File: config.mk
export PLATFORM = sky130hd
export DESIGN_NAME = plq_ctrl
export DESIGN_NICKNAME = d
export VERILOG_FILES = /design/src/design/plq_pkg.sv /design/src/design/plq_ctrl.sv
export SDC_FILE = /design/constraint.sdc
export NUM_CORES = 1
export LEC_CHECK = 0
export BUFFER_PORTS_ARGS = -buffer_cell sky130_fd_sc_hd__buf_2
export CAP_MARGIN = 10
export CORE_AREA = 4 4 41 43
export DETAILED_ROUTE_END_ITERATION = 8
export DIE_AREA = 0 0 45 47
export GPL_ROUTABILITY_DRIVEN = 1
export PLACE_DENSITY = 0.38
export RECOVER_POWER = 50
export REMOVE_ABC_BUFFERS = 1
export SYNTH_ARGS = -nofsm -noshare
export SYNTH_HDL_FRONTEND = slang
export SYNTH_SLANG_ARGS = --single-unit
File: constraint.sdc
create_clock -name i_clk -period 0.8 [get_ports i_clk]
set_input_delay 0.04 -clock i_clk [delete_from_list [all_inputs] [get_ports i_clk]]
set_output_delay 0.04 -clock i_clk [all_outputs]
set_load 0.01 [all_outputs]
File: src/design/plq_pkg.sv
// Package for the price-level order queue: payload structs, op and status
// codes, sizing constants and the controller command struct. No dependencies.
`timescale 1ns / 1ps

package plq_pkg;

    // Queue depth and the widths that follow from it.
    localparam int CAPACITY = 64;
    localparam int IDX_W    = $clog2(CAPACITY);
    localparam int CNT_W    = $clog2(CAPACITY + 1);

    // Fixed field widths.
    localparam int OP_W      = 2;
    localparam int WORD_W    = 32;
    localparam int TOTAL_W   = 38;
    localparam int STATUS_W  = 3;
    localparam int ORD_CNT_W = 7;

    // Operation codes.
    localparam logic [OP_W-1:0] OP_ADD          = 2'd0;
    localparam logic [OP_W-1:0] OP_REMOVE_FRONT = 2'd1;
    localparam logic [OP_W-1:0] OP_REMOVE_ID    = 2'd2;
    localparam logic [OP_W-1:0] OP_QUERY        = 2'd3;

    // Status codes.
    localparam logic [STATUS_W-1:0] ST_OK        = 3'd0;
    localparam logic [STATUS_W-1:0] ST_MISMATCH  = 3'd1;
    localparam logic [STATUS_W-1:0] ST_EMPTY     = 3'd2;
    localparam logic [STATUS_W-1:0] ST_NOT_FOUND = 3'd3;
    localparam logic [STATUS_W-1:0] ST_FULL      = 3'd4;

    typedef struct packed {
        logic [OP_W-1:0]   op;
        logic [WORD_W-1:0] order_id;
        logic [WORD_W-1:0] order_price;
        logic [WORD_W-1:0] order_quantity;
    } t_req;

    typedef struct packed {
        logic [STATUS_W-1:0]  status;
        logic [WORD_W-1:0]    front_id;
        logic [WORD_W-1:0]    front_quantity;
        logic [TOTAL_W-1:0]   total_quantity;
        logic [ORD_CNT_W-1:0] order_count;
    } t_rsp;

    // Controller to datapath commands.
    typedef struct packed {
        logic load_req;  // capture the incoming request
        logic search;    // evaluate the match row, latch select/shift masks
        logic commit;    // apply the update and load the result register
    } t_ctl_cmd;

endpackage

File: src/design/plq_ctrl.sv
// Controller for the price-level order queue: accept / search / commit
// sequencing and result-register valid. Depends on plq_pkg.
`timescale 1ns / 1ps

module plq_ctrl import plq_pkg::*; (
    input  logic     i_clk,
    input  logic     i_rst_n,
    input  logic     i_in_valid,
    output logic     o_in_stall,
    output logic     o_out_valid,
    input  logic     i_out_stall,
    output t_ctl_cmd o_cmd
);

    localparam logic [1:0] S_IDLE   = 2'd0;
    localparam logic [1:0] S_SEARCH = 2'd1;
    localparam logic [1:0] S_COMMIT = 2'd2;

    logic [1:0] r_state, n_state;
    logic       r_out_valid, n_out_valid;
    logic       out_free;
    logic       commit;
    logic       accept;

    // Result register can take a new result this cycle.
    assign out_free = !r_out_valid || !i_out_stall;
    assign commit   = (r_state == S_COMMIT) && out_free;
    // A new request enters while idle or alongside a commit.
    assign o_in_stall = !((r_state == S_IDLE) || commit);
    assign accept     = i_in_valid && !o_in_stall;

    always_comb begin
        n_state = r_state;
        unique case (r_state)
            S_IDLE: begin
                if (accept) n_state = S_SEARCH;
            end
            S_SEARCH: begin
                n_state = S_COMMIT;
            end
            S_COMMIT: begin
                if (commit) n_state = accept ? S_SEARCH : S_IDLE;
            end
            default: begin
                n_state = S_IDLE;
            end
        endcase
    end

    always_comb begin
        n_out_valid = r_out_valid;
        if (commit)            n_out_valid = 1'b1;
        else if (!i_out_stall) n_out_valid = 1'b0;
    end

    always_ff @(posedge i_clk) begin
        if (!i_rst_n) begin
            r_state     <= S_IDLE;
            r_out_valid <= 1'b0;
        end else begin
            r_state     <= n_state;
            r_out_valid <= n_out_valid;
        end
    end

    assign o_out_valid    = r_out_valid;
    assign o_cmd.load_req = accept;
    assign o_cmd.search   = (r_state == S_SEARCH);
    assign o_cmd.commit   = commit;

    // A commit always leaves a result pending.
    a_commit_shows: assert property (@(posedge i_clk) disable iff (!i_rst_n)
        o_cmd.commit |=> o_out_valid)
        else $error("commit did not raise result valid");

    // Search is always followed by a commit attempt.
    a_search_next: assert property (@(posedge i_clk) disable iff (!i_rst_n)
        o_cmd.search |=> (r_state == S_COMMIT))
        else $error("search not followed by commit state");

endmodule

-- Word level (Yosys, flattened, before mapping)
Cells that the tools add are included.
- reductions and logical operators: 9
- equal/unequal tests: 5
- multiplexer cells: 6
- operator list (kind ; number):
    $pmux 2 s3 ; 1
    $mux 2 ; 2
    $ne 2x2->1 const B ; 2
    $logic_not 1->1 ; 3
    $mux 1 ; 3
    $eq 2x1->1 const B ; 1
    $eq 2x2->1 const B ; 1
    $logic_and 1x1->1 ; 2
    $logic_not 2->1 ; 1
    $logic_or 1x1->1 ; 2
    $ne 2x1->1 const B ; 1
    $reduce_and 2->1 ; 1
- word-level logic and storage cells: 22
- output and inout bits: 5
- bits in registers: 3
- input bits: 4

-- Logic depth before layout (Yosys ltp)
- depth after elaboration: 8
- mapped depth: 3
- gate-level depth less buffers: 2

-- Least setup slack after synthesis
OpenSTA, ideal clock, no wires.
- kind: register to output
- start point: register r_out_valid, in the netlist o_out_valid
- end point: output port o_cmd[2] (netlist bit)
- setup slack: -0.066 ns
- stages on the path, launching flop included: 4
- data arrival time: 0.826 ns
- buffers on the path: 1
- data required time: 0.760 ns
- cells stage by stage: dfxtp_1 nand3_1 and3b_1 buf_4
- cells in the longest elaborated chain, start to end: 5
- ends and longest elaborated chain (what ; RTL line ; RTL):
    start, declared ; plq_ctrl.sv:20 ; logic r_out_valid, n_out_valid;
    start signal, assigned ; plq_ctrl.sv:62 ; r_out_valid <= n_out_valid;
    $logic_not 1->1 ; plq_ctrl.sv:26 ; assign out_free = !r_out_valid || !i_out_stall;
    $logic_or 1x1->1 ; plq_ctrl.sv:26 ;
    $logic_and 1x1->1 ; plq_ctrl.sv:27 ; assign commit = (r_state == S_COMMIT) && out_free;
    $logic_or 1x1->1 ; plq_ctrl.sv:29 ; assign o_in_stall = !((r_state == S_IDLE) || commit);
    $logic_and 1x1->1 ; plq_ctrl.sv:30 ; assign accept = i_in_valid && !o_in_stall;
    end, declared ; plq_ctrl.sv:12 ; output t_ctl_cmd o_cmd
No other way between the ends.

==> impl_metrics.json <==
{
  "hold_viol_final": 0,
  "core_area_um2": 1300,
  "rows": 13,
  "syn_area_um2": 160,
  "mostFrequentLayoutCell": "buf_2",
  "synth_top_area_share_pct": 37.5,
  "status": "complete, but fails checks",
  "ys_seq_area_share_pct": 37.5,
  "start_util_pct": 12.3,
  "clk_pin_slew_worst_paths_ns": 0.04,
  "endpoint_kind": "primary output",
  "tightest_slew_ns": 0.139,
  "maxSlewViolCount": 0,
  "fin_area_um2": 275,
  "grt_remaining_overflow": 0,
  "clock_path_buffers": 2,
  "hold-path-cell-count": 2,
  "synth.avg_cell_area_um2": 9.42,
  "synth_seq_cells": 3,
  "ys_top_cells_by_area": "dfxtp_1 38%, buf_4 14%, and4b_1 13%",
  "n_antenna_cell": 0,
  "violations": "negative setup slack",
  "r2r_slack_ns": -0.04,
  "cts_tree": "built",
  "final_core_util_pct": 21.2,
  "die_area_um2": 2120,
  "totalWireLength_um": 414,
  "layout_common_cells": "7 x buf_2, 3 x clkbuf_4, 3 x dfxtp_4, 2 x and4b_1, 2 x buf_6",
  "critPathRequiredTime_ns": 0.76,
  "clk_latency_ns": 0.23,
  "dr.pass1.iters": 1,
  "fin_skew_ns": 0.00255,
  "holdCritPathClass": "primary input to flip-flop",
  "die_y_um": 47,
  "clock_sinks": 3,
  "max_freq_ghz": 0.999,
  "io_buffers": 8,
  "yosys_warnings": 0,
  "postPlaceCellArea_um2": 204,
  "crit_path_start_kind": "flip-flop",
  "irDropWorstVdd_mv": 0.454,
  "min_period_ns": 1.00,
  "path_max_fanout": 4,
  "final-setup-viol-count": 6,
  "numCtsBuffers": 3,
  "grt_max_degree": 7,
  "area_delta_synth_final_pct": 71.9,
  "path_class": "flip-flop to primary output",
  "whs_endpoint": "r_state[1]",
  "h-tree-depth": 1,
  "die_width_um": 45,
  "cts_root_buffer": "clkbuf_4",
  "hold_start": "i_rst_n",
  "antenna_found_initial": 0,
  "gp_congestion": 0.621,
  "r2r_start": "r_state[1]",
  "top_level_ports": 9,
  "routed-via-count": 158,
  "worstPathArrival_ns": 0.96,
  "wl_per_cell_um": 9.86,
  "ys_types": 11,
  "tns_ns": -0.740,
  "r2r_end": "r_state[1]",
  "synth_top_area_cell": "dfxtp_1",
  "synthCells": 17,
  "worst_slack_ns": -0.201,
  "power_density_nw_per_um2": 1780,
  "viasPerCell": 3.76,
  "fin_nets": 32,
  "cap_violations": 0,
  "max_slew_margin_pct": 90.6,
  "pre_cts_slack_ns": -0.0443,
  "first_iter_violations": 0,
  "leakagePower_nw": 0.124,
  "rsz0062_at_grt": "yes",
  "r2r_cells": 2,
  "drive_gt1_share_pct": 66.7,
  "grt_usage_pct": 5.13,
  "drc": 0,
  "fin_crit_sh_pct": 125,
  "grt_pass1_vias": 171,
  "antenna_left": 0,
  "grt_pass1_wl_um": 676
}
[layer usage]
layer	wire length (um)	GRT usage, %	vias up	part of all wire [%]
li1	-	-	79	-
met1	196	5.23	70	47
met2	159	6.78	9	38
met3	57	3.45	0	14
met4	0	5.26	0	0
met5	0	0	-	0
[Yosys cell counts]
master and number:
a21boi_0 1, a21oi_1 1, and2b_1 1, and3b_1 1, and4b_1 2, buf_4 3, dfxtp_1 3, nand2_1 1
nand2b_1 2, nand3_1 1, o21a_1 1
[worst max-delay path: stages (launching register included)]
cell and delay [ns]:
dfxtp_4 0.37, nand3_4 0.07, and3b_1 0.16, buf_2 0.13
[metrics by stage]
step                      instances  hold slack (ns)  power, W
after floorplan                  14            0.157  0.000188
after global placement           38            0.273  0.000214
after detailed placement         38            0.299  0.000217
after CTS                        42           0.0493  0.000506
after global routing             42           0.0661  0.000528
final                            42           0.0563  0.000491
[cells by family after synthesis]
logic type / count (synthesis) / share of synthesized area (%)
AOI/OAI and AO/OA: 3 / 12.5
buffers and inverters: 3 / 14.1
DFF: 3 / 37.5
and+or+nand+nor: 8 / 35.9
[power breakdown]
part / internal (W) / leakage, nW / switching [W]
Combinational: 0.0000339 / 0.0826 / 0.0000268
Sequential: 0.000152 / 0.0267 / 0.00000973
Clock: 0.000187 / 0.0150 / 0.0000813
[worst max-delay path by stage]
stage | cells past startpoint | to | slack (ns) | startpoint
3_5_place_dp | 2 | r_state[1] | -0.04 | r_state[1]
5_1_grt | 3 | o_cmd[0] | -0.25 | r_state[0]
6_report | 3 | o_cmd[2] | -0.20 | r_state[1]
2_1_floorplan | 2 | r_state[1] | -0.04 | r_state[1]
4_1_cts | 3 | o_cmd[0] | -0.22 | r_state[0]
3_3_place_gp | 2 | r_state[1] | -0.02 | r_state[0]
[cell type report]
cell class | instances | area, um^2
fill | 154 | 1030
multi-input combinational | 11 | 101
timing repair buffer | 9 | 57.6
clock buffer | 4 | 26.3
sequential | 3 | 71.3
tap | 15 | 18.8
[repair_timing]
item | CTS | global route
setup endpoints to repair | 7 | 7
setup buffers | 0 | 0
cloned | 0 | 0
hold buffers | 0 | 0
resized for setup | 5 | 8
pin swaps | 3 | 0
[sequential cells by signal, indices dropped and copies added, names as in the netlist]
signal,cells
r_state,2
o_out_valid,1
No activity file was read; power rests on OpenSTA's default activity.
